`src/rbe_pkg.sv`:
```
// ----------------------------------------------------------------------------
// rbe_pkg: shared types and constants for the ray/box entry point pipeline
// Formats, pipeline sizing and the side-band record that travels with an item.
// ----------------------------------------------------------------------------
package rbe_pkg;

	// Number formats.
	localparam int POS_W    = 32;
	localparam int DIR_FRAC = 16;
	localparam int DIR_W    = DIR_FRAC + 2;
	localparam int DIFF_W   = POS_W + 1;
	localparam int T_W      = POS_W + 2;
	localparam int TS_W     = T_W + 1;
	localparam int TH_W     = T_W + 1 - DIR_FRAC;
	localparam int PH_W     = TH_W + 1 + DIR_W;
	localparam int PL_W     = DIR_FRAC + 1 + DIR_W;
	localparam int SUM_W    = PH_W + 2;

	// Divider sizing: a few quotient bits per stage on a narrow remainder.
	localparam int DIV_STEP   = 4;
	localparam int DIV_STAGES = (T_W + DIV_STEP - 1) / DIV_STEP;
	localparam int Q_W        = DIV_STAGES * DIV_STEP;
	localparam int NUM_W      = DIFF_W + DIR_FRAC;
	localparam int TOP_W      = NUM_W - Q_W;
	localparam int REM_W      = DIR_W;

	// Cycles from the transfer of a ray to its result strobe.
	localparam int LATENCY = DIV_STAGES + 5;

	// Configuration register indexes.
	localparam int CFG_W = 3;
	typedef enum logic [CFG_W-1:0] {
		REG_X_MIN = 3'd0,
		REG_X_MAX = 3'd1,
		REG_Y_MIN = 3'd2,
		REG_Y_MAX = 3'd3,
		REG_Z_MIN = 3'd4,
		REG_Z_MAX = 3'd5
	} reg_idx_t;
	localparam int NUM_REGS = 6;

	typedef logic signed [POS_W-1:0] pos_t;
	typedef logic signed [DIR_W-1:0] dir_t;
	typedef logic        [DIR_W-1:0] mag_t;
	typedef logic        [DIFF_W-1:0] num_t;
	typedef logic        [T_W-1:0]    tq_t;
	typedef logic signed [TS_W-1:0]   ts_t;

	// Side-band record that runs alongside the division.
	typedef struct packed {
		pos_t [2:0]  pos;
		dir_t [2:0]  dir;
		logic [5:0]  neg;
		logic [2:0]  dzero;
		logic        in_box;
		logic        zmiss;
	} side_t;

endpackage

```
`src/rbe_div.sv`:
```
// ----------------------------------------------------------------------------
// rbe_div: pipelined saturating divider for one slab distance
// Computes min(floor(num * 2^DIR_FRAC / dmag), 2^T_W - 1), a few quotient
// bits per stage on a remainder no wider than the divisor.
// ----------------------------------------------------------------------------
module rbe_div (
	input  logic                 clk,
	input  rbe_pkg::num_t        num,
	input  rbe_pkg::mag_t        dmag,
	output rbe_pkg::tq_t         quot
);
	import rbe_pkg::*;

	logic [REM_W-1:0] rem_s [DIV_STAGES];
	logic [Q_W-1:0]   quo_s [DIV_STAGES];
	logic [Q_W-1:0]   nlo_s [DIV_STAGES];
	mag_t             dm_s  [DIV_STAGES];
	logic             sat_s [DIV_STAGES];

	logic [NUM_W-1:0] n_full;
	logic [TOP_W-1:0] top;
	logic             ovf0;

	// The bits above the quotient range must stay below the divisor,
	// otherwise the quotient is out of range and saturates.
	assign n_full = {num, {DIR_FRAC{1'b0}}};
	assign top    = n_full[NUM_W-1 -: TOP_W];
	assign ovf0   = ({{(REM_W-TOP_W){1'b0}}, top} >= dmag);

	for (genvar k = 0; k < DIV_STAGES; k++) begin : g_st
		logic [REM_W-1:0] r_in;
		logic [Q_W-1:0]   q_in;
		logic [Q_W-1:0]   n_in;
		mag_t             d_in;
		logic             s_in;
		logic [REM_W-1:0] r_nx;
		logic [Q_W-1:0]   q_nx;
		logic [Q_W-1:0]   n_nx;

		if (k == 0) begin : g_first
			assign r_in = ovf0 ? '0 : {{(REM_W-TOP_W){1'b0}}, top};
			assign q_in = '0;
			assign n_in = n_full[Q_W-1:0];
			assign d_in = dmag;
			assign s_in = ovf0;
		end else begin : g_next
			assign r_in = rem_s[k-1];
			assign q_in = quo_s[k-1];
			assign n_in = nlo_s[k-1];
			assign d_in = dm_s[k-1];
			assign s_in = sat_s[k-1];
		end

		// Restoring division steps for this stage.
		always_comb begin
			logic [REM_W:0] trial;
			r_nx  = r_in;
			q_nx  = q_in;
			n_nx  = n_in;
			trial = '0;
			for (int j = 0; j < DIV_STEP; j++) begin
				trial = {r_nx, n_nx[Q_W-1]};
				n_nx  = {n_nx[Q_W-2:0], 1'b0};
				if (trial >= {1'b0, d_in}) begin
					trial = trial - {1'b0, d_in};
					q_nx  = {q_nx[Q_W-2:0], 1'b1};
				end else begin
					q_nx  = {q_nx[Q_W-2:0], 1'b0};
				end
				r_nx = trial[REM_W-1:0];
			end
		end

		always_ff @(posedge clk) begin
			rem_s[k] <= r_nx;
			quo_s[k] <= q_nx;
			nlo_s[k] <= n_nx;
			dm_s[k]  <= d_in;
			sat_s[k] <= s_in;
		end
	end

	// Clamp to the largest distance when the quotient leaves its range.
	assign quot = (sat_s[DIV_STAGES-1] || ((quo_s[DIV_STAGES-1] >> T_W) != '0))
	              ? '1 : quo_s[DIV_STAGES-1][T_W-1:0];

endmodule

```
`config.mk`:
```
export PLATFORM = sky130hd
export DESIGN_NAME = rbe_div
export DESIGN_NICKNAME = d
export VERILOG_FILES = /design/src/rbe_pkg.sv /design/src/rbe_div.sv
export SDC_FILE = /design/constraint.sdc
export NUM_CORES = 2
export LEC_CHECK = 0
export BUFFER_PORTS_ARGS = -buffer_cell sky130_fd_sc_hd__clkbuf_2
export CORE_AREA = 3 3 285 567
export CTS_BUF_LIST = sky130_fd_sc_hd__clkbuf_16
export DETAILED_ROUTE_END_ITERATION = 7
export DIE_AREA = 0 0 288 570
export SYNTH_ARGS = -nofsm -noshare
export SYNTH_HDL_FRONTEND = slang
export SYNTH_SLANG_ARGS = --single-unit
```
`constraint.sdc`:
```
create_clock -name clk -period 19.2 [get_ports clk]
set_input_delay 3.84 -clock clk [delete_from_list [all_inputs] [get_ports clk]]
set_output_delay 3.84 -clock clk [all_outputs]
set_load 0.02 [all_outputs]
```
# ---- Word level (Yosys, flattened, before mapping)
# Memory sizes are Yosys's and may differ from the RTL's.
# Index checks and enable logic that the tools add are counted.
dict set report totals {
  register_bits 0
  ram_bits 945
  inputBits 52
  output_inout_bits 34
  mem_count 5
}
dict set report classes {
  add_sub_neg 36
  order_cmp 37
  mux 74
  n_reduce_logical 2
}
# memory depth word_bits rd rd_clocked_by_memory_dff wr line_no
set memory_table {}
lappend memory_table {quo_s 9 36 9 0 9 rbe_div.sv:15} ;# logic [Q_W-1:0] quo_s [DIV_STAGES];
lappend memory_table {nlo_s 9 32 8 0 9 rbe_div.sv:16} ;# logic [Q_W-1:0] nlo_s [DIV_STAGES];
lappend memory_table {dm_s 9 18 8 0 9 rbe_div.sv:17} ;# mag_t dm_s [DIV_STAGES];
lappend memory_table {rem_s 9 18 8 0 9 rbe_div.sv:14} ;# logic [REM_W-1:0] rem_s [DIV_STAGES];
lappend memory_table {sat_s 9 1 9 0 9 rbe_div.sv:18} ;# logic sat_s [DIV_STAGES];
# cell n
set ops {}
lappend ops {{19-bit by 18-bit >= comparator with 1-bit output} 35}
lappend ops {{18-bit 2-to-1 mux} 36}
lappend ops {{18-bit subtractor} 35}
lappend ops {{1-bit 2-to-1 mux} 36}
lappend ops {{36-bit nonzero test} 1}
lappend ops {{34-bit 2-to-1 mux} 1}
lappend ops {{13-bit by 18-bit >= comparator with 1-bit output} 1}
lappend ops {{14-bit by 18-bit >= comparator with 1-bit output} 1}
lappend ops {{14-bit by 18-bit subtractor with 18-bit output} 1}
lappend ops {{13-bit 2-to-1 mux} 1}
lappend ops {{1-bit logical OR} 1}

# ---- Logic depth before layout (Yosys ltp)
dict set report depth {
  depth_word 10
  depth_mapped 58
  ltp_nobuf 54
}

# ---- Worst setup path after synthesis
# Ideal clock, no wire load.
dict set report synth_path {
  path_kind {input to register}
  start {input port dmag[7]}
  end {memory rem_s[0][11] in the netlist's numbering}
  setup_ns 0.121
  t_arrival_ns 14.960
  required_ns 19.079
  path_slack_ns 4.120
  path_stages 56
  path_cell_list {inv_1 > ha_1 > o21ai_0 > a21oi_1 > o31a_1 > o21ai_0 > a31o_2 > clkbuf_1 > inv_1 > nor2_1 > fa_1 > a21o_1 > a21oi_1 > o21ai_0 > a221oi_2 > a221o_1 > clkbuf_1 > nor2_1 > [... 20 more ...] > a221o_1 > a221oi_2 > nor2_1 > a21oi_1 > inv_1 > ha_1 > nor2b_1 > o21ai_0 > a21boi_0 > o21ai_0 > a211oi_1 > o21ai_0 > a2111oi_0 > o31a_1 > a311oi_1 > o21ai_2 > clkbuf_1 > mux2_2}
}
# element line_no
set synth_rtl {}
lappend synth_rtl {{start, declared} rbe_div.sv:9} ;# input rbe_pkg::mag_t dmag,
lappend synth_rtl {{end, declared} rbe_div.sv:14}

==> summary.txt <==
status - finished clean
clock transition at the registers of the reported paths - 0.08 ns
largest stage delay on the critical path - 0.52 ns
GPL Wtd Cong - 0.957
worst-path fanout max - 18
fmax - 62.6 MHz
Post-DP HPWL - 140,000 um
Slew headroom - 0.193
top-count cell post-synth - ha_1
YS warnings - 0
Post-Syn Area - 47,200 um^2
proportion of layout cells with a drive suffix above 1 - 0.102
r2r setup slk - 4.96 ns
Fin Setup TNS - 0 ns
clk_lat worst skew - 0.67 ns
# setup viols final - 0
hold path depth - 0
post-synthesis instance total - 5,620
critical path data arrival time - 16.52 ns
nets - 6,427
via count - 42,900
Fin. Hold Viols - 0
Hold Crit Class - reg2reg
clk_skew - 0.0354 ns
Starting Density - 0.299
clock buffer depth - 3
drt total wl - 167,000 um
crit share post-route - 0.832
syn_nets - 6,341
Post CTS Setup Buffer Count - 0
PostCTS Resize Cnt - 0
Post-synth ARST share - 0
syn_area_per_cell - 8.40 um^2
full die area - 164,000 um^2
global-route wire length before repair - 251,000 um
max-cap viol count - 0
DR iter-0 viols - 1,880
Yosys reg bits - 517
drt via density - 5.47
vias in the first global route - 45,000
Post-synth EDFFs - 0
first-pass detailed-route iteration total - 7
main flop type after synthesis - dfxtp_1
CTS tree - done
synth unique cells - 100
I/O pin count - 86
largest net degree at the start of global routing - 29
CTS root buffer - clkbuf_16
Tot GR Track Use - 0.198
Port Buffer Count - 85
Seq/Total Area, Yosys - 0.219
grt ovf - 0
residual DRC count - 0
Reg2Reg Depth - 43
CP Capture Type - register
slowest CP cell - a221o_1
CTS Hold Bufs - 0
commonest cells in the netlist - 645 x ha_1, 517 x dfxtp_1, 477 x a21oi_1, 389 x inv_1, 353 x nor2_1
Synth top area share - 0.219
clk sinks - 517
fin. max-slew vios - 0
Area growth syn-to-layout - 10.3%
Hold Slack - 0.311 ns
minimum clock period - 15.98 ns
DIE WIDTH - 288 um
leading area contributor after synthesis - dfxtp_1
Avg WL per Cell - 21.3 um
cell mode on critical path - o21ai_0
Critical Path RT - 19.74 ns
CP startpoint kind - input port
WHS Endpoint - quo_s[0][258]
worst r2r src - dm_s[0][64]
Crit path max-delay family - compound AO/OA/AOI/OAI gates
min-delay src - quo_s[0][218]
cells taking the most area after synthesis - dfxtp_1 22%, ha_1 17%, mux2_2 6.6%
CTS Buf Count - 58
CP bufs+invs - 8
RSZ-0062 raised after global routing - no
Die H - 570 um
H-tree Lvls - 2
reg-to-reg endpoint - rem_s[0][79]
# rows - 206
initial antenna violation count - 11
crit path kind - in2reg
CORE AREA - 158,000 um^2
Slew @ Worst Pin - 1.20 ns
Antenna Violating Nets Remaining - 0
[layout make-up]
cell class / count / area [um^2]
antenna: 7 / 17.5
clock buffer: 58 / 1450
clock inverter: 50 / 465
fill: 16600 / 106000
inverter: 401 / 1510
multi-input combinational: 4607 / 35000
sequential: 517 / 10300
tap: 2080 / 2600
timing repair buffer: 121 / 696
[flip-flops by register name, summed over array words and instances, names as in the netlist]
signal  count
quo_s     180
dm_s      144
rem_s     144
nlo_s      40
sat_s       9
[logic make-up (layout without fill, tap and decap cells)]
logic type | Yosys count | count (layout) | share of synthesized area
AO/OA/AOI/OAI | 1678 | 1678 | 0.235
multiplexers | 366 | 366 | 0.0863
adder cells (fa/ha/maj) | 669 | 669 | 0.181
buffers and inverters | 496 | 630 | 0.0404
XOR/XNOR | 460 | 460 | 0.0854
AND/OR/NAND/NOR | 1434 | 1434 | 0.153
flip-flops | 517 | 517 | 0.219
other | 0 | 7 | 0
[stage by stage]
stage | worst slack, ns | area (um^2) | util | std cells
6_report | 3.22 | 52100 | 0.330 | 7841
5_1_grt | 2.20 | 52100 | 0.330 | 7841
4_1_cts | 3.30 | 52100 | 0.330 | 7834
3_5_place_dp | 2.68 | 50100 | 0.318 | 7726
3_3_place_gp | 2.50 | 50100 | 0.318 | 7726
2_1_floorplan | 4.12 | 47200 | - | 5620
[worst max-delay path by stage]
| stage | slack [ns] | from | cells after the start | end |
|---|---|---|---|---|
| 6_report | 3.22 | dmag[1] | 54 | rem_s[0][9] |
| 5_1_grt | 2.20 | dmag[1] | 55 | rem_s[0][13] |
| 4_1_cts | 3.30 | dmag[1] | 54 | rem_s[0][13] |
| 3_5_place_dp | 2.68 | dmag[1] | 54 | rem_s[0][13] |
| 3_3_place_gp | 2.50 | dmag[1] | 55 | rem_s[0][13] |
| 2_1_floorplan | 4.12 | dmag[7] | 56 | rem_s[0][11] |
[worst reg2reg max path, delay by kind of cell (launching register included)]
| kind | cells | cell delay (ns) |
|---|---|---|
| adders and majority gates | 4 | 1.41 |
| muxes | 3 | 1.35 |
| AOI/OAI and AO/OA | 22 | 6.75 |
| buffers and inverters | 4 | 1.12 |
| and+or+nand+nor | 10 | 3.10 |
| DFF | 1 | 0.39 |
[layer usage]
metal | up-vias | share of wire | GRT usage
li1 | 20700 | - | -
met1 | 20200 | 0.29 | 0.150
met2 | 1188 | 0.54 | 0.390
met3 | 807 | 0.033 | 0.0276
met4 | 2 | 0.14 | 0.226
met5 | - | 0.000054 | 0
[cell usage in the layout, fill, tap and decap left out, types with 58 or more instances in the layout]
cell type / Yosys / final
nand2_1: 318 / 318
and2_1: 66 / 66
o21a_1: 120 / 120
mux2i_1: 74 / 74
dfxtp_1: 517 / 517
clkbuf_16: 0 / 58
o21bai_1: 72 / 72
xor2_1: 150 / 150
nor3_1: 96 / 95
inv_1: 389 / 395
nand3_1: 112 / 112
ha_1: 645 / 645
nand2b_1: 121 / 121
a21oi_1: 477 / 475
mux2_2: 277 / 277
clkbuf_2: 0 / 85
nor2_1: 353 / 352
a21o_1: 219 / 219
o21ai_0: 332 / 331
nor2b_1: 96 / 96
nand4_1: 71 / 71
xnor2_1: 310 / 310
Power is not shown: default switching activity piles up to over one toggle a cycle in this logic, so the estimate is an artifact.
