$ cat config.mk
export PLATFORM = sky130hd
export DESIGN_NAME = rbe_select
export DESIGN_NICKNAME = d
export VERILOG_FILES = /design/src/rbe_pkg.sv /design/src/rbe_select.sv
export SDC_FILE = /design/constraint.sdc
export NUM_CORES = 1
export LEC_CHECK = 0
export ABC_AREA = 1
export BUFFER_PORTS_ARGS = -buffer_cell sky130_fd_sc_hd__buf_4
export CAP_MARGIN = 5
export CORE_MARGIN = 2
export CORE_UTILIZATION = 50
export CTS_CLUSTER_SIZE = 24
export DETAILED_ROUTE_END_ITERATION = 8
export GPL_TIMING_DRIVEN = 1
export PLACE_DENSITY = 0.77
export SETUP_SLACK_MARGIN = 0.4
export SKIP_LAST_GASP = 1
export SLEW_MARGIN = 0
export SYNTH_ARGS = -nofsm -noshare
export SYNTH_HDL_FRONTEND = slang
export SYNTH_SLANG_ARGS = --single-unit
$ cat constraint.sdc
create_clock -name clk -period 7.2 [get_ports clk]
set_input_delay 0.72 -clock clk [delete_from_list [all_inputs] [get_ports clk]]
set_output_delay 0.72 -clock clk [all_outputs]
set_load 0.03 [all_outputs]
$ cat src/rbe_pkg.sv
// ----------------------------------------------------------------------------
// rbe_pkg: shared types and constants for the ray/box entry point pipeline
// Formats, pipeline sizing and the side-band record that travels with an item.
// ----------------------------------------------------------------------------
package rbe_pkg;

	// Number formats.
	localparam int POS_W    = 32;
	localparam int DIR_FRAC = 16;
	localparam int DIR_W    = DIR_FRAC + 2;
	localparam int DIFF_W   = POS_W + 1;
	localparam int T_W      = POS_W + 2;
	localparam int TS_W     = T_W + 1;
	localparam int TH_W     = T_W + 1 - DIR_FRAC;
	localparam int PH_W     = TH_W + 1 + DIR_W;
	localparam int PL_W     = DIR_FRAC + 1 + DIR_W;
	localparam int SUM_W    = PH_W + 2;

	// Divider sizing: a few quotient bits per stage on a narrow remainder.
	localparam int DIV_STEP   = 4;
	localparam int DIV_STAGES = (T_W + DIV_STEP - 1) / DIV_STEP;
	localparam int Q_W        = DIV_STAGES * DIV_STEP;
	localparam int NUM_W      = DIFF_W + DIR_FRAC;
	localparam int TOP_W      = NUM_W - Q_W;
	localparam int REM_W      = DIR_W;

	// Cycles from the transfer of a ray to its result strobe.
	localparam int LATENCY = DIV_STAGES + 5;

	// Configuration register indexes.
	localparam int CFG_W = 3;
	typedef enum logic [CFG_W-1:0] {
		REG_X_MIN = 3'd0,
		REG_X_MAX = 3'd1,
		REG_Y_MIN = 3'd2,
		REG_Y_MAX = 3'd3,
		REG_Z_MIN = 3'd4,
		REG_Z_MAX = 3'd5
	} reg_idx_t;
	localparam int NUM_REGS = 6;

	typedef logic signed [POS_W-1:0] pos_t;
	typedef logic signed [DIR_W-1:0] dir_t;
	typedef logic        [DIR_W-1:0] mag_t;
	typedef logic        [DIFF_W-1:0] num_t;
	typedef logic        [T_W-1:0]    tq_t;
	typedef logic signed [TS_W-1:0]   ts_t;

	// Side-band record that runs alongside the division.
	typedef struct packed {
		pos_t [2:0]  pos;
		dir_t [2:0]  dir;
		logic [5:0]  neg;
		logic [2:0]  dzero;
		logic        in_box;
		logic        zmiss;
	} side_t;

endpackage

$ cat src/rbe_select.sv
// ----------------------------------------------------------------------------
// rbe_select: slab distance selection, two pipeline stages
// Signs the distances, orders them per axis, then takes the latest entry
// and earliest exit and decides hit or miss.
// ----------------------------------------------------------------------------
module rbe_select (
	input  logic                    clk,
	input  logic                    arst_n,
	input  logic                    vld,
	input  rbe_pkg::side_t          side,
	input  rbe_pkg::tq_t [5:0]      quot,
	output logic                    vld_s2,
	output rbe_pkg::side_t          side_s2,
	output logic                    hit_s2,
	output logic                    enter_s2,
	output logic [rbe_pkg::T_W:0]   step_s2
);
	import rbe_pkg::*;

	ts_t [2:0] near_c;
	ts_t [2:0] far_c;
	ts_t [2:0] near_s1;
	ts_t [2:0] far_s1;
	side_t     side_s1;
	logic      vld_s1;

	logic             hit_c;
	logic             enter_c;
	logic [T_W:0]     step_c;

	// Signed distances, ordered into near and far per axis.
	always_comb begin
		ts_t a0;
		ts_t an;
		a0 = '0;
		an = '0;
		for (int i = 0; i < 3; i++) begin
			a0 = side.neg[2*i]   ? -ts_t'({1'b0, quot[2*i]})   : ts_t'({1'b0, quot[2*i]});
			an = side.neg[2*i+1] ? -ts_t'({1'b0, quot[2*i+1]}) : ts_t'({1'b0, quot[2*i+1]});
			near_c[i] = (a0 < an) ? a0 : an;
			far_c[i]  = (a0 < an) ? an : a0;
		end
	end

	always_ff @(posedge clk or negedge arst_n) begin
		if (!arst_n) begin
			vld_s1 <= 1'b0;
			vld_s2 <= 1'b0;
		end else begin
			vld_s1 <= vld;
			vld_s2 <= vld_s1;
		end
	end

	always_ff @(posedge clk) begin
		near_s1 <= near_c;
		far_s1  <= far_c;
		side_s1 <= side;
	end

	// Latest entry, earliest exit over the axes that have a direction.
	always_comb begin
		ts_t amin;
		ts_t amax;
		logic ent;
		amin = {1'b1, {(TS_W-1){1'b0}}};
		amax = {1'b0, {(TS_W-1){1'b1}}};
		for (int i = 0; i < 3; i++) begin
			if (!side_s1.dzero[i]) begin
				if (near_s1[i] > amin) begin
					amin = near_s1[i];
				end
				if (far_s1[i] < amax) begin
					amax = far_s1[i];
				end
			end
		end
		ent     = !side_s1.zmiss && (amin < amax) && (amin > ts_t'(0));
		hit_c   = side_s1.in_box || ent;
		enter_c = !side_s1.in_box && ent;
		step_c  = amin[T_W:0] + 1'b1;
	end

	always_ff @(posedge clk) begin
		side_s2  <= side_s1;
		hit_s2   <= hit_c;
		enter_s2 <= enter_c;
		step_s2  <= step_c;
	end

endmodule

=== After elaboration in Yosys (flattened, before gate mapping) ===
Cells that the tools add are included.

* Register bits: 571
* Bits of input ports: 368
* Output and inout bits: 199
* Logic and storage cells: 79

* Add/sub/neg operators: 7
* Order comparisons: 11
* Multiplexer cells: 24
* Reductions and logical operators: 6

{| class="wikitable"
|+ Operators by type and width
! kind !! number
|-
| $mux W35 || 24
|-
| $lt A35 B35 Y1 || 6
|-
| $neg A34 Y35 || 6
|-
| $gt A35 B35 Y1 || 2
|-
| $add A35 B1 Y35 const B || 1
|-
| $gt A35 B1 Y1 const B || 1
|-
| $gt A35 B35 Y1 const B || 1
|-
| $lt A35 B35 Y1 const B || 1
|-
| $logic_and A1 B1 Y1 || 3
|-
| $logic_not A1 Y1 || 2
|-
| $logic_or A1 B1 Y1 || 1
|}

=== Longest topological paths before layout ===
* Word-level depth: 13
* Gate-level depth with buffers: 56
* Gate-level depth less buffers: 52

=== Worst setup path after synthesis ===
Ideal clock, no wire load.

* Path kind: register -> register
* From: reg side_s1[2] in the netlist's numbering
* To: reg hit_s2
* Library setup time: 0.115 ns
* Arrival: 6.996 ns
* Required time: 7.085 ns
* Path slack: 0.089 ns
* Stages on the path, launching flop included: 42
* Path buffers: 7
* Clock period less this slack: 7.111 ns
* Path through: dfxtp_1 > clkbuf_1 > clkinv_1 > clkbuf_1 > buf_1 > nand2_1 > ha_1 > nand4_1 > inv_1 > nand2_1 > nor4b_1 > nand4_1 > nand3_1 > nand2_1 > nand3_1 > clkbuf_1 > clkbuf_1 > o21ai_0 > [... 6 more ...] > or4_1 > nor4_1 > nand2_1 > nand2_1 > nand2_1 > nand3_1 > clkbuf_1 > clkbuf_1 > o21ai_0 > ha_1 > nand4_1 > or3_1 > nor4_1 > nand4_1 > nand3_1 > nand2_1 > nand3_1 > nand2_1

* Cells in the longest elaborated chain, start to end: 11
* Elaborated cells on any way between the ends: 19
* Those cells by class: order compare: 6; mux: 10; reduce/logical: 3

{| class="wikitable"
|+ RTL lines
! what !! line !! RTL
|-
| start: declaration || rbe_select.sv:24 || <nowiki>side_t side_s1;</nowiki>
|-
| start signal: assignment || rbe_select.sv:58 || <nowiki>side_s1 <= side;</nowiki>
|-
| $mux W35 || rbe_select.sv:69 || <nowiki>if (!side_s1.dzero[i]) begin</nowiki>
|-
| $gt A35 B35 Y1 or $lt A35 B35 Y1 (tied branches) || rbe_select.sv:70, rbe_select.sv:73 ||
|-
| $mux W35 (on tied branches) || rbe_select.sv:70, rbe_select.sv:73 ||
|-
| $mux W35 || rbe_select.sv:69 ||
|-
| $gt A35 B35 Y1 or $lt A35 B35 Y1 (tied branches) || rbe_select.sv:70, rbe_select.sv:73 ||
|-
| $mux W35 (on tied branches) || rbe_select.sv:70, rbe_select.sv:73 ||
|-
| $mux W35 || rbe_select.sv:69 ||
|-
| $lt A35 B35 Y1 || rbe_select.sv:78 || <nowiki>ent = !side_s1.zmiss && (amin < amax) && (amin > ts_t'(0));</nowiki>
|-
| $logic_and A1 B1 Y1 || rbe_select.sv:78 ||
|-
| $logic_and A1 B1 Y1 (*) || rbe_select.sv:78 ||
|-
| $logic_or A1 B1 Y1 (*) || rbe_select.sv:79 || <nowiki>hit_c = side_s1.in_box || ent;</nowiki>
|-
| net hit_c || rbe_select.sv:27 || <nowiki>logic hit_c;</nowiki>
|-
| end signal: assignment || rbe_select.sv:86 || <nowiki>hit_s2 <= hit_c;</nowiki>
|-
| end: declaration || rbe_select.sv:14 || <nowiki>output logic hit_s2,</nowiki>
|}

The timed path passes the listed nets; every way through them passes the cells marked *.

=== Worst setup path in the final report ===
* From: reg side_s1[2] in the netlist's numbering
* To: reg enter_s2

* Cells in the longest elaborated chain, start to end: 11
* Elaborated cells on any way between the ends: 19
* Those cells by class: order compare: 6; mux: 10; reduce/logical: 3

{| class="wikitable"
|+ RTL lines
! what !! line !! RTL
|-
| $mux W35 || rbe_select.sv:69 ||
|-
| $gt A35 B35 Y1 or $lt A35 B35 Y1 (tied branches) || rbe_select.sv:70, rbe_select.sv:73 ||
|-
| $mux W35 (on tied branches) || rbe_select.sv:70, rbe_select.sv:73 ||
|-
| $mux W35 || rbe_select.sv:69 ||
|-
| $gt A35 B35 Y1 or $lt A35 B35 Y1 (tied branches) || rbe_select.sv:70, rbe_select.sv:73 ||
|-
| $mux W35 (on tied branches) || rbe_select.sv:70, rbe_select.sv:73 ||
|-
| $mux W35 || rbe_select.sv:69 ||
|-
| $lt A35 B35 Y1 || rbe_select.sv:78 ||
|-
| $logic_and A1 B1 Y1 || rbe_select.sv:78 ||
|-
| $logic_and A1 B1 Y1 (*) || rbe_select.sv:78 ||
|-
| $logic_and A1 B1 Y1 (*) || rbe_select.sv:80 || <nowiki>enter_c = !side_s1.in_box && ent;</nowiki>
|-
| net enter_c || rbe_select.sv:28 || <nowiki>logic enter_c;</nowiki>
|-
| end signal: assignment || rbe_select.sv:87 || <nowiki>enter_s2 <= enter_c;</nowiki>
|-
| end: declaration || rbe_select.sv:15 || <nowiki>output logic enter_s2,</nowiki>
|}

Marked as above.

==> impl_metrics.yaml <==
outcome:
  status: "completed"
sta:
  drv_slew: 0
  relSlewSlack: 0.430
  hold_viol_final: 0
  tightestPinTransition_ps: 844
  setup_viol: 0
  timing.final.crit_period_ps: 6690
  min_period_over_period: 0.929
  rsz0062_at_grt: "no"
  skew_ps: 24.3
  worst_slack_ps: 514
  hold_slack_ps: 198
  clock.fmax_ghz: 0.150
flow_run:
  drv_cap: 0
pwr:
  powerDensity_nw_per_um2: 335
  p_sw_uw: 4680
  comb_power_share: 0.408
  clkPwrFrac: 0.244
  power_frac_seq: 0.348
  cellInternalPower_uw: 7020
  p_sw_frac: 0.400
  power.total_uw: 11700
  vdd.ir_drop.worst_uv: 248
  p_leak_uw: 0.0168
clock_network:
  htree_levels: 2
  clockBufferDepth: 3
  cts_sinks: 571
  cts_buffers: 56
  cts_tree: "done"
  clk_latency_ps: 630
  clockRootBuffer: "clkbuf_16"
  clkTransAtPathRegs_ps: 60
global_routing:
  grt_use_total: 0.306
  grt_pass1_vias: 23500
  grt_pass1_wl_um: 132000
  antenna_found_initial: 2
  grt_max_degree: 73
  grt_overflow: 0
floorplanning:
  fp-row-count: 85
  core_area_um2: 53800
  die_h_um: 237
  initial_utilization: 0.506
  die_w_um: 237
  pin_count: 567
  die-area_um2: 56300
cells_and_area:
  fin_nets: 4636
  multi_input_area_um2: 14400
  drive_gt1_frac: 0.219
  fill_cells: 4551
  seq_area_um2: 11400
  syn_to_final_growth_pct: 28.1
worst_setup_path:
  crit_fanout: 45
  critical_path.endpoint_type: "register"
  cp.required_ps: 7750
  critPathLaunchType: "register"
  arrival_ps: 7240
  cp_slowest_cell: "o21ai_0"
  critPathKind: "reg2reg"
  cpMostUsedCell: "nand4_1"
  slowest_delay_ps: 640
yosys:
  syn_nets: 4002
  yosysWarnings: 0
  synthFlopType: "dfxtp_1"
  synth_common_cells: "nand2_1, dfxtp_1, o21ai_0"
  ys_seq_area_frac: 0.420
  synthCells: 3355
  yosysUniqueCellTypes: 59
  ys_async_sr_fraction: 0.00350
  avgSynthCellArea_um2: 8.12
  synth_area_leaders: "dfxtp_1, ha_1, nand2_1"
  synth_edf_count: 0
  synth_top_cell_area_share: 0.418
  ys_ff_latch: 571
  yosysMostFrequentCell: "nand2_1"
  synth_area_um2: 27200
  synth_area_leader_cell: "dfxtp_1"
detailed_routing:
  vias_per_cell: 5.25
  drtIter0Drc: 1722
  drtPass1Iterations: 6
  ant_nets: 0
  drc: 0
  wl_per_cell_um: 19.0
  wirelength_um: 90000
  vias: 24800
place:
  portBuffers: 566
  place_ws_ps: -29.6
  routabilityCongestion: 1.05
  hpwl_um: 73900
hold_path:
  hold_path_class: "in2reg"
## through the flow
stage / util / cell area, um^2 / cells / TNS (ps)
2_1_floorplan: - / 27200 / 3355 / 0
4_1_cts: 0.640 / 34400 / 4700 / 0
3_5_place_dp: 0.606 / 32600 / 4598 / -49.6
6_report: 0.648 / 34900 / 4730 / 0
3_3_place_gp: 0.606 / 32600 / 4598 / 0
5_1_grt: 0.648 / 34900 / 4729 / 0
## critical path, delay by kind of cell, from the launching register on
family                     cells  cell delay, ps
DFF                            1             410
and+or+nand+nor               18            2280
adders and majority gates      3            1050
buffers and inverters          6            1090
AOI/OAI and AO/OA              5            1720
## power by group through the flow
stage	sequential [uW]	combinational, uW	clock, uW
5_1_grt	4070	5240	3040
6_report	4060	4770	2860
4_1_cts	4050	4500	2900
3_3_place_gp	4120	4410	0
2_1_floorplan	4170	2580	0
3_5_place_dp	4110	4460	0
## repair_timing
| item | in CTS | in global routing |
|---|---|---|
| endpoints found under the setup margin | 3 | 25 |
| pin swaps | 0 | 21 |
| setup buffers | 0 | 21 |
| gates resized for setup | 7 | 64 |
| gates cloned | 0 | 7 |
| endpoints found under the hold margin | 2 | 0 |
| hold buffers | 1 | 0 |
## state kept, by name, summed over array words and instances (netlist names)
signal,cells
far_s1,105
vld_s2,1
step_s2,35
side_s1,161
vld_s1,1
near_s1,105
side_s2,161
hit_s2,1
enter_s2,1
## worst paths after layout
kind / slack, ps / endpoint / startpoint / depth (start not counted)
max: 510 / enter_s2 / side_s1[2] / 32
min: 200 / side_s1[125] / side[125] / 1
max reg2reg: 510 / enter_s2 / side_s1[2] / 32
min reg2reg: 320 / side_s2[147] / side_s1[147] / 0
max in group asynchronous: 6680 / vld_s2 / arst_n / 2
min in group asynchronous: 430 / vld_s1 / arst_n / 2
## cells in the final DEF, fill, tap and decap left out, types with 58 or more instances in the layout
master,n
nor3_1,67
a21oi_1,130
nor2_1,252
buf_4,653
nand3_1,70
nand2_1,688
dfxtp_1,568
ha_1,278
inv_1,294
o21ai_0,363
clkbuf_16,58
xnor2_1,76
xor2_1,149
## logic make-up after synthesis
kind of cell / Yosys count / synth area share
adders and majority gates: 279 / 0.128
xor gates and xnor gates: 225 / 0.0724
and+or+nand+nor: 1239 / 0.194
buffers and inverters: 414 / 0.0585
DFF: 571 / 0.420
AOI/OAI and AO/OA: 627 / 0.126
## final cells by class
| type | instances | area share |
|---|---|---|
| multi-input combinational | 2374 | 0.413 |
| sequential | 571 | 0.328 |
| timing repair buffer | 666 | 0.147 |
| clock buffer | 72 | 0.0436 |
| inverter | 320 | 0.0345 |
| tap | 696 | 0.0250 |
| clock inverter | 29 | 0.00843 |
| antenna | 2 | 0.000143 |
## layer usage
metal | GRT usage | share of wire | routed length [um] | vias up
li1 | - | - | - | 12400
met4 | 0.142 | 0.051 | 4590 | 0
met3 | 0.0563 | 0.068 | 6150 | 208
met1 | 0.344 | 0.38 | 34200 | 11300
met2 | 0.559 | 0.50 | 45100 | 924
met5 | 0 | 0 | 0 | -
Note: power is estimated with default switching activity, not from simulation.
