[src/rbe_pkg.sv]
// ----------------------------------------------------------------------------
// rbe_pkg: shared types and constants for the ray/box entry point pipeline
// Formats, pipeline sizing and the side-band record that travels with an item.
// ----------------------------------------------------------------------------
package rbe_pkg;

	// Number formats.
	localparam int POS_W    = 32;
	localparam int DIR_FRAC = 16;
	localparam int DIR_W    = DIR_FRAC + 2;
	localparam int DIFF_W   = POS_W + 1;
	localparam int T_W      = POS_W + 2;
	localparam int TS_W     = T_W + 1;
	localparam int TH_W     = T_W + 1 - DIR_FRAC;
	localparam int PH_W     = TH_W + 1 + DIR_W;
	localparam int PL_W     = DIR_FRAC + 1 + DIR_W;
	localparam int SUM_W    = PH_W + 2;

	// Divider sizing: a few quotient bits per stage on a narrow remainder.
	localparam int DIV_STEP   = 4;
	localparam int DIV_STAGES = (T_W + DIV_STEP - 1) / DIV_STEP;
	localparam int Q_W        = DIV_STAGES * DIV_STEP;
	localparam int NUM_W      = DIFF_W + DIR_FRAC;
	localparam int TOP_W      = NUM_W - Q_W;
	localparam int REM_W      = DIR_W;

	// Cycles from the transfer of a ray to its result strobe.
	localparam int LATENCY = DIV_STAGES + 5;

	// Configuration register indexes.
	localparam int CFG_W = 3;
	typedef enum logic [CFG_W-1:0] {
		REG_X_MIN = 3'd0,
		REG_X_MAX = 3'd1,
		REG_Y_MIN = 3'd2,
		REG_Y_MAX = 3'd3,
		REG_Z_MIN = 3'd4,
		REG_Z_MAX = 3'd5
	} reg_idx_t;
	localparam int NUM_REGS = 6;

	typedef logic signed [POS_W-1:0] pos_t;
	typedef logic signed [DIR_W-1:0] dir_t;
	typedef logic        [DIR_W-1:0] mag_t;
	typedef logic        [DIFF_W-1:0] num_t;
	typedef logic        [T_W-1:0]    tq_t;
	typedef logic signed [TS_W-1:0]   ts_t;

	// Side-band record that runs alongside the division.
	typedef struct packed {
		pos_t [2:0]  pos;
		dir_t [2:0]  dir;
		logic [5:0]  neg;
		logic [2:0]  dzero;
		logic        in_box;
		logic        zmiss;
	} side_t;

endpackage

[src/rbe_front.sv]
// ----------------------------------------------------------------------------
// rbe_front: first pipeline stage
// Slab differences, magnitudes and signs, the inside test and the zero
// direction check.
// ----------------------------------------------------------------------------
module rbe_front (
	input  logic                           clk,
	input  logic                           arst_n,
	input  logic                           in_vld,
	input  rbe_pkg::pos_t [2:0]            pos,
	input  rbe_pkg::dir_t [2:0]            dir,
	input  rbe_pkg::pos_t [5:0]            bnd,
	output logic                           vld_s1,
	output rbe_pkg::side_t                 side_s1,
	output rbe_pkg::num_t [5:0]            nmag_s1,
	output rbe_pkg::mag_t [2:0]            dmag_s1
);
	import rbe_pkg::*;

	side_t            side_c;
	num_t [5:0]       nmag_c;
	mag_t [2:0]       dmag_c;

	// Per axis: inside test, zero direction miss and the two slab numerators.
	always_comb begin
		logic signed [DIFF_W-1:0] diff;
		pos_t                     lo;
		pos_t                     hi;
		side_c        = '0;
		side_c.pos    = pos;
		side_c.dir    = dir;
		side_c.in_box = 1'b1;
		nmag_c        = '0;
		dmag_c        = '0;
		diff          = '0;
		for (int i = 0; i < 3; i++) begin
			lo = bnd[2*i];
			hi = bnd[2*i+1];
			if (!(pos[i] > lo && pos[i] < hi)) begin
				side_c.in_box = 1'b0;
			end
			side_c.dzero[i] = (dir[i] == '0);
			if (side_c.dzero[i] && (pos[i] < lo || pos[i] > hi)) begin
				side_c.zmiss = 1'b1;
			end
			dmag_c[i] = dir[i][DIR_W-1] ? mag_t'(-dir[i]) : mag_t'(dir[i]);
			for (int e = 0; e < 2; e++) begin
				diff = (e == 0) ? (DIFF_W'(lo) - DIFF_W'(pos[i]))
				                : (DIFF_W'(hi) - DIFF_W'(pos[i]));
				nmag_c[2*i+e]     = diff[DIFF_W-1] ? num_t'(-diff) : num_t'(diff);
				side_c.neg[2*i+e] = diff[DIFF_W-1] ^ dir[i][DIR_W-1];
			end
		end
	end

	// Stage register.
	always_ff @(posedge clk or negedge arst_n) begin
		if (!arst_n) begin
			vld_s1 <= 1'b0;
		end else begin
			vld_s1 <= in_vld;
		end
	end

	always_ff @(posedge clk) begin
		side_s1 <= side_c;
		nmag_s1 <= nmag_c;
		dmag_s1 <= dmag_c;
	end

endmodule

[config.mk]
export PLATFORM = sky130hd
export DESIGN_NAME = rbe_front
export DESIGN_NICKNAME = d
export VERILOG_FILES = /design/src/rbe_pkg.sv /design/src/rbe_front.sv
export SDC_FILE = /design/constraint.sdc
export NUM_CORES = 1
export LEC_CHECK = 0
export BUFFER_PORTS_ARGS = -buffer_cell sky130_fd_sc_hd__buf_4
export CORE_AREA = 8 8 288 290
export CTS_CLUSTER_DIAMETER = 120
export DETAILED_ROUTE_END_ITERATION = 10
export DIE_AREA = 0 0 296 298
export PLACE_DENSITY = 0.6
export SLEW_MARGIN = 10
export SYNTH_ARGS = -nofsm -noshare
export SYNTH_HDL_FRONTEND = slang
export SYNTH_SLANG_ARGS = --single-unit
[constraint.sdc]
create_clock -name clk -period 0.8 [get_ports clk]
set_input_delay 0.16 -clock clk [delete_from_list [all_inputs] [get_ports clk]]
set_output_delay 0.16 -clock clk [all_outputs]
set_load 0.01 [all_outputs]
; ---- Word level (Yosys, flattened, before mapping)
; Index checks and enable logic that the tools add are counted.
[op_classes]
n_addsub = 15
multipliers = 0
div_mod_pow = 0
magnitude_cmp = 12
eq_ne = 0
n_shift = 0
mux = 11
bitwise = 6
reduce_logical = 14
[ops]
columns = cell, n
row1 = 33-bit negator, 6
row2 = 32-bit by 32-bit subtractor with 33-bit output, 6
row3 = 32-bit > comparator, 6
row4 = 32-bit < comparator, 6
row5 = 32-bit two-way mux, 6
row6 = 18-bit logical NOT, 3
row7 = 18-bit negator, 3
row8 = 17-bit two-way mux, 3
row9 = 1-bit logical AND, 6
row10 = 1-bit bitwise XOR, 6
row11 = 1-bit logical OR, 3
row12 = 1-bit two-way mux, 2
row13 = 2-bit AND reduction, 1
row14 = 2-bit OR reduction, 1
[totals]
ff_bits = 414
latch_bits = 0
ramBits = 0
romBits = 0
output_inout_bits = 414
memories = 0

; ---- Longest topological paths before layout
; Gate-level depths: netlist (run 1).
[logic_depth]
word_depth = 4
mapped_depth = 15

; ---- Least setup slack after synthesis (run 1)
; Ideal clock, no wire load.
[synth_path]
kind = input to register
from = input port bnd[96] in the netlist's numbering
to = register nmag_s1[130] in the netlist's numbering
setup_time_ns = 0.072
t_arrival_ns = 3.401
required_ns = 0.728
setup_slack_ns = -2.673
path_stages = 13
path_buffers = 0
cell_sequence = inv_1 > ha_1 > fa_1 > nand2b_1 > a211o_1 > a2111oi_0 > o21a_1 > a21o_1 > a21oi_1 > xnor2_1 > or4_4 > o41ai_2 > xnor2_1
[synth_rtl]
columns = item, line_no
row1 = "start, declared", rbe_front.sv:12  ; input rbe_pkg::pos_t [5:0] bnd,
row2 = "end signal, assigned", rbe_front.sv:67  ; nmag_s1 <= nmag_c;
row3 = "end, declared", rbe_front.sv:15  ; output rbe_pkg::num_t [5:0] nmag_s1,

; ---- Final worst setup path (run 1)
[layout_path]
from = input port pos[0] in the netlist's numbering
to = register nmag_s1[32] in the netlist's numbering
[layout_via]
elab_chain_cells = 2
[layout_rtl]
columns = item, line_no
row1 = "start, declared", rbe_front.sv:10  ; input rbe_pkg::pos_t [2:0] pos,
row2 = 32-bit by 32-bit subtractor with 33-bit output *, --
row3 = 33-bit negator, rbe_front.sv:50  ; nmag_c[2*i+e] = diff[DIFF_W-1] ? num_t'(-diff) : num_t'(diff);
; Mark *: on every way between the ends. The rest lies on a longest branch, timed or not.
; A chain may end at the register's enable or synchronous reset.

==> summary.txt, run 1 <==
Layout
  • Share of the core filled with cells in the final layout: 0.706
  • Filler Cells Inserted: 5,552
  • Final #Nets: 5,965
  • Post-synthesis to final-layout area growth: 114%
  • Total area of multi-input combinational cells: 22,600 sq um
  • Sequential cell area in the final layout: 8530 sq um
  • Final Non-Filler Cells: 6,513
  • Fraction of final layout cells with drive strength greater than 1: 0.611

CTS
  • Clk slew on worst S/H paths: 0.08 ns
  • Clock Root Buffer: clkbuf_16
  • Clock tree sinks: 411
  • # H-tree levels: 2
  • Buffer levels on the longest clock path: 3
  • CTS buffer count: 46
  • TritonCTS clock tree: done
  • Number of buffers inserted by hold repair at cts: 158

Route
  • Number of vias per cell: 5.23
  • Total iterations of the first detailed-routing run: 5
  • WL final: 154,000 um
  • DR WL/cell: 23.7 um
  • Number of DRC markers in iteration 0: 2,492
  • Count of nets left with antenna violations after detail routing: 0
  • Number of design rule violations left after detail routing: 0
  • Via Count: 34,076

Setup path
  • Capturing element type of the critical path: flip-flop
  • Setup Crit Path Kind: input port to flip-flop
  • Data arrival time of the critical path: 3.41 ns
  • Critical-path maximum fanout: 4
  • Required time at the worst-slack endpoint: 1.31 ns
  • Crit path launch type: input port

Global routing
  • Antenna violations before repair: 17
  • Global-route wire length before repair: 217,000 um
  • Remaining global-route overflow: 0
  • GR Util All Layers: 0.322
  • Pin count of the biggest net entering global routing: 22
  • Vias in the first global route: 34,853

Synth
  • Post-synthesis mux area share: 0.00314
  • Compound-cell area share of the yosys netlist: 0.219
  • Count of flip-flops with a built-in enable after synthesis: 0
  • Post-synth design cell area: 25,900 sq um
  • Adder-Cell Fraction of Synth Area: 0.105
  • Main combinational cell family by area after synthesis: compound AO/OA/AOI/OAI gates
  • Top_reg_cell synth: dfxtp_1
  • Synthesized-area fraction occupied by xor and xnor cells: 0.127
  • Dominant cells by area after synthesis: dfxtp_1, ha_1, xnor2_1, a21oi_1, xor2_1
  • Cells after synthesis: 3,092
  • Simple logic cell fraction of the synthesized area: 0.186
  • Yosys top cell by area: dfxtp_1
  • Commonest cells in the synthesized netlist: dfxtp_1, xnor2_1, a21oi_1
  • Net count of the mapped netlist: 3,650
  • Total of flip-flops plus latches after synthesis: 411
  • Proportion of synthesized chip area in sequential cells: 0.318
  • Syn Area/Cell: 8.38 sq um
  • Synth top area share: 0.317
  • Share of synthesized registers carrying an async set or reset: 0.00243
  • Synthesis warning total: 0
  • Library cells used by synthesis: 98
  • Top-count cell post-synth: dfxtp_1

Hold path
  • Hold WC Path Type: input port to flip-flop
  • Cells on Worst Hold Path: 3
  • Worst hold path endpoint: side_s1[3]
  • Worst hold path startpoint: dir[35]

Placed design
  • Pre-CTS setup slack: -2.69 ns
  • Estimated wirelength of the detail-placed design: 116,000 um
  • Inst Count DP: 6,012
  • Routability congestion estimate: 1.01
  • Port-buffer cells: 758

Job
  • Max-capacitance violation count: 0

Floorplanning
  • Number of rows created at floorplan: 103
  • Die area: 88,200 sq um
  • Core Footprint: 78,400 sq um
  • Boundary Pins: 759
  • Vert. Die Dim: 298 um
  • Horizontal die dimension: 296 um
  • Initial cell density of the core: 0.331

STA
  • Setup slack after layout: -2.11 ns
  • Final Max Slew Viols: 0
  • Final Hold Slack: -0.129 ns
  • Post-route fraction of the period consumed by the critical path: 3.63
  • Final count of hold timing violations: 3
  • Setup repair after global routing missed its margin: true
  • Min Clock Period, post-route: 2.91 ns
  • Total Neg Setup Slack: -526.67 ns
  • Worst max-slew margin expressed relative to the limit: 0.612
  • Max Freq: 0.344 GHz
  • Final setup fails: 667
  • Slew at the pin closest to its max-slew limit: 0.580 ns

Outcome
  • Outcome: complete, but fails checks
  • Violated checks: negative hold slack, negative setup slack

Power
  • Post-route total power: 0.104 W
  • Power density relative to cell area: 1890 nW/um^2
  • Worst vdd rail ir drop: 0.00234 V
  • Leakage power summed over all cells: 25.0 nW
[sequential cells by signal (all words and copies together), names as in the netlist]
| name | count |
|---|---|
| nmag_s1 | 198 |
| side_s1 | 161 |
| dmag_s1 | 51 |
| vld_s1 | 1 |
[how the worst max path moves through the flow]
stage / startpoint / endpoint / slack [ns] / cells after the start
finish: pos[0] / nmag_s1[32] / -2.11 / 14
CTS: bnd[96] / nmag_s1[130] / -1.91 / 14
global route: pos[0] / nmag_s1[32] / -2.11 / 14
floorplan: bnd[96] / nmag_s1[130] / -2.33 / 13
global placement: pos[37] / nmag_s1[130] / -2.67 / 17
detailed placement: pos[37] / nmag_s1[130] / -2.69 / 17
[metal layers]
metal	track usage	vias to the layer above	routed length, um
li1	-	15846	-
met1	0.382	16312	58900
met2	0.543	1538	73400
met3	0.0723	378	12900
met4	0.160	2	8810
met5	0	-	18
[area by class of cell]
cell class / count / share of cell area
inverters: 175 / 0.0155
flip-flops and latches: 411 / 0.154
well taps: 1050 / 0.0237
clock inverters: 22 / 0.00672
diodes: 20 / 0.000905
repair buffers: 2376 / 0.368
multi-input cells: 2397 / 0.408
clock buffers: 62 / 0.0237
[power by group]
part | internal, W | switching, W
Clock | 0.0145 | 0.00950
Sequential | 0.0252 | 0.00237
Combinational | 0.0278 | 0.0251
Total | 0.0675 | 0.0370
[stage by stage]
step	hold WS (ns)	area [sq um]
finish	-0.129	55300
global route	-0.141	55300
CTS	-0.156	53500
global placement	-0.0580	43800
floorplan	-0.136	28000
detailed placement	-0.0545	43800
[repair_timing]
action | 4_1_cts | 5_1_grt
resized for setup | 1225 | 267
pin swaps | 348 | 237
gates cloned | 12 | 1
buffers inserted | 186 | 81
hold endpoints to repair | 207 | 4
setup endpoints to repair | 650 | 668
[cell usage in the layout (no fill, tap or decap), drive strengths merged, types with 34 or more instances in the layout]
master / count
buf: 2217
dfxtp: 410
xnor2: 265
a21oi: 238
nand2: 235
ha: 207
nor2: 192
o21ai: 184
inv: 175
dlygate4sd3: 157
xor2: 110
a21o: 76
nor3: 75
clkbuf: 64
nand3: 62
nand4: 57
a31oi: 56
o31ai: 49
nor2b: 37
a211oi: 36
or3: 35
and3: 34
[cell families after synthesis]
logic type | count (synthesis)
compound gates | 871
buf+inv | 285
flops | 411
xor+xnor | 375
fa+ha+maj | 213
simple gates | 929
mux | 8
[critical path, cell delays in order]
cell and delay (ns):
buf_12 0.12, ha_4 0.18, fa_2 0.42, nor2b_4 0.13
o31a_1 0.18, o211a_1 0.21, o22ai_2 0.11, buf_4 0.15
o221a_4 0.22, xnor2_2 0.14, nor3_2 0.20, or3b_4 0.45
or3_1 0.39, nor4_2 0.35
(Power assumes the default switching activity.)
==> run 2: changes to the inputs <==
Settings changed: PLACE_DENSITY 0.6 to 0.65, SKIP_CTS_REPAIR_TIMING set to 1.
==> run 2 against run 1 <==
The run still ends with negative hold slack, negative setup slack left. Cell area is 3.6% lower. Clock-buffer cell count is 3 lower. Wire length is 2.0% lower. Sequential share of layout area is 0.61 points higher. Utilization is 2.6 points lower. Critical path type unchanged. Critical endpoint is now nmag_s1[164]. Largest power group unchanged. Highest routed layer unchanged.
==> summary.txt, run 2 (synthesized netlist as in run 1, its figures left out) <==
Outcome
  • Outcome: complete, but fails checks (unchanged)
  • Violated checks: negative hold slack, negative setup slack (unchanged)

Setup path
  • Critical-path maximum fanout: 5 (was 4)
  • Critical-path cell list: buf_8 -> inv_12 -> ha_4 -> fa_2 -> nand2b_4 -> a21oi_4 -> buf_6 -> o21a_1 -> nor2_1 -> xnor2_1 -> a2111o_1 -> or3b_4 -> nor3_4 -> nand4_1 -> nor4bb_1 (was buf_12 -> ha_4 -> fa_2 -> nor2b_4 -> o31a_1 -> o211a_1 -> o22ai_2 -> buf_4 -> o221a_4 -> xnor2_2 -> nor3_2 -> or3b_4 -> or3_1 -> nor4_2)
  • Data arrival time of the critical path: 3.44 ns (was 3.41 ns)
  • Buffering stage count on the worst path with inverters included: 3 (was 2)
  • Capturing element type of the critical path: flip-flop (unchanged)
  • Required time at the worst-slack endpoint: 1.28 ns (was 1.31 ns)
  • Top cell family by delay on the critical path: simple AND/OR/NAND/NOR gates (unchanged)
  • Setup Crit Path Kind: input port to flip-flop (unchanged)
  • Crit path launch type: input port (unchanged)
  • Slowest cell on the critical path: a2111o_1 (was or3b_4)
  • Stage delay of the slowest cell on the critical path: 0.47 ns (was 0.45 ns)
  • Logic depth of the worst path, buffers included: 15 (was 14)

Power
  • Worst vdd rail ir drop: 0.00216 V (was 0.00234 V)
  • Post-route total power: 0.103 W (was 0.104 W)
  • Leakage power summed over all cells: 24.3 nW (was 25.0 nW)
  • Power density relative to cell area: 1930 nW/um^2 (was 1890 nW/um^2)

Floorplanning
  • Die area: 88,200 sq um (unchanged)
  • Initial cell density of the core: 0.331 (unchanged)
  • Horizontal die dimension: 296 um (unchanged)
  • Vert. Die Dim: 298 um (unchanged)
  • Core Footprint: 78,400 sq um (unchanged)
  • Number of rows created at floorplan: 103 (unchanged)
  • Boundary Pins: 759 (unchanged)

Route
  • Number of vias per cell: 5.28 (was 5.23)
  • Via Count: 33,827 (was 34,076)
  • Total iterations of the first detailed-routing run: 6 (was 5)
  • Number of DRC markers in iteration 0: 2,218 (was 2,492)
  • WL final: 151,000 um (was 154,000 um)
  • Number of design rule violations left after detail routing: 0 (unchanged)
  • Count of nets left with antenna violations after detail routing: 0 (unchanged)
  • DR WL/cell: 23.6 um (was 23.7 um)

Layout
  • Largest register by flop count: nmag_s1 (unchanged)
  • Fraction of final layout cells with drive strength greater than 1: 0.587 (was 0.611)
  • Final #Nets: 5,870 (was 5,965)
  • Filler Cells Inserted: 5,616 (was 5,552)
  • Top Registers: nmag_s1 x198, side_s1 x161, dmag_s1 x51 (unchanged)
  • Post-route cell area: 53,300 sq um (was 55,300 sq um)
  • Largest register FFs: 198 (unchanged)
  • Leading cell type in the layout, fill and taps excluded: buf_4 (unchanged)
  • Post-synthesis to final-layout area growth: 106% (was 114%)
  • Most used cells in the layout excluding fill and tap cells: buf_4, buf_6, nand2_1 (was buf_4, buf_6, dfxtp_1)

Placed design
  • Estimated wirelength of the detail-placed design: 113,000 um (was 116,000 um)
  • Instance area after placement: 43,800 sq um (about the same)
  • Port-buffer cells: 758 (unchanged)
  • Routability congestion estimate: 0.982 (was 1.01)
  • Pre-CTS setup slack: -2.73 ns (was -2.69 ns)

Global routing
  • Pin count of the biggest net entering global routing: 30 (was 22)
  • Global-route wire length before repair: 190,000 um (was 217,000 um)
  • Vias in the first global route: 31,089 (was 34,853)
  • GR Util All Layers: 0.281 (was 0.322)
  • Remaining global-route overflow: 0 (unchanged)
  • Antenna violations before repair: 16 (was 17)

CTS
  • Buffer levels on the longest clock path: 3 (unchanged)
  • Clock tree sinks: 411 (unchanged)
  • CTS buffer count: 47 (was 46)
  • Clock Root Buffer: clkbuf_16 (unchanged)
  • TritonCTS clock tree: done (unchanged)
  • # H-tree levels: 2 (unchanged)
  • Clk slew on worst S/H paths: 0.07 ns (was 0.08 ns)

STA
  • Min Clock Period, post-route: 2.96 ns (was 2.91 ns)
  • Final Hold Slack: -0.0900 ns (was -0.129 ns)
  • Final setup fails: 663 (was 667)
  • Setup slack after layout: -2.16 ns (was -2.11 ns)
  • Max Freq: 0.338 GHz (was 0.344 GHz)
  • Slew at the pin closest to its max-slew limit: 0.602 ns (was 0.580 ns)
  • Setup repair after global routing missed its margin: true (unchanged)
  • Post-route fraction of the period consumed by the critical path: 3.70 (was 3.63)
  • Final Max Slew Viols: 0 (unchanged)
  • Final count of hold timing violations: 2 (was 3)
  • Worst max-slew margin expressed relative to the limit: 0.595 (was 0.612)
  • Total Neg Setup Slack: -533.07 ns (was -526.67 ns)

Job
  • Max-capacitance violation count: 0 (unchanged)

Hold path
  • Worst hold path endpoint: side_s1[4] (was side_s1[3])
  • Cells on Worst Hold Path: 3 (unchanged)
  • Hold WC Path Type: input port to flip-flop (unchanged)
  • Worst hold path startpoint: dir[48] (was dir[35])
## run 2: cell count changes in the layout (fill, tap and decap cells not counted), moves of 11 or more
cell / delta
nand3_1: +12
buf_4: -31
dfxtp_2: +23
o21ai_0: +13
dfxtp_1: -19
buf_6: -61
nor2_2: -11
ha_1: +22
nand2_1: +14
nor2_1: +11
ha_4: -27
## run 2: where the power goes
group          switching [W]  leakage, nW  internal [W]
combinational         0.0241         19.9        0.0265
clock                0.00996        0.830        0.0145
sequential           0.00241         3.48        0.0252
## run 2: layout make-up
class                      instances  area [sq um]  area share
multi-input combinational       2398         21600       0.405
timing repair buffer            2279         19300       0.362
sequential                       411          8540       0.160
tap                             1050          1310      0.0246
clock buffer                      59          1260      0.0237
inverter                         175           832      0.0156
clock inverter                    27           444     0.00833
antenna                           11          27.5    0.000516
## run 2: tightest hold or removal path: cells and delay by family
kind	cells	cell delay, ns
buffers and inverters	1	0.09
AND/OR/NAND/NOR	2	0.21
## run 2: worst max path at each step
stage / endpoint / slack (ns) / start
after floorplan: nmag_s1[130] / -2.33 / bnd[96]
after global placement: nmag_s1[130] / -2.67 / pos[32]
after detailed placement: nmag_s1[130] / -2.73 / pos[32]
after CTS: nmag_s1[130] / -2.10 / pos[32]
after global routing: nmag_s1[163] / -2.20 / bnd[128]
final: nmag_s1[164] / -2.16 / bnd[128]
## run 2: layer usage
layer | GRT usage | up-vias | part of all wire
met1 | 0.346 | 16113 | 0.38
met5 | 0 | - | 0.00036
li1 | - | 15631 | -
met3 | 0.0608 | 434 | 0.092
met2 | 0.481 | 1641 | 0.47
met4 | 0.0927 | 8 | 0.058
## run 2: per-stage QoR
| step | utilization | instances |
|---|---|---|
| floorplan | - | 3092 |
| detailed placement | 0.559 | 6023 |
| CTS | 0.580 | 6109 |
| global route | 0.680 | 6406 |
| finish | 0.680 | 6410 |
| global placement | 0.559 | 6023 |
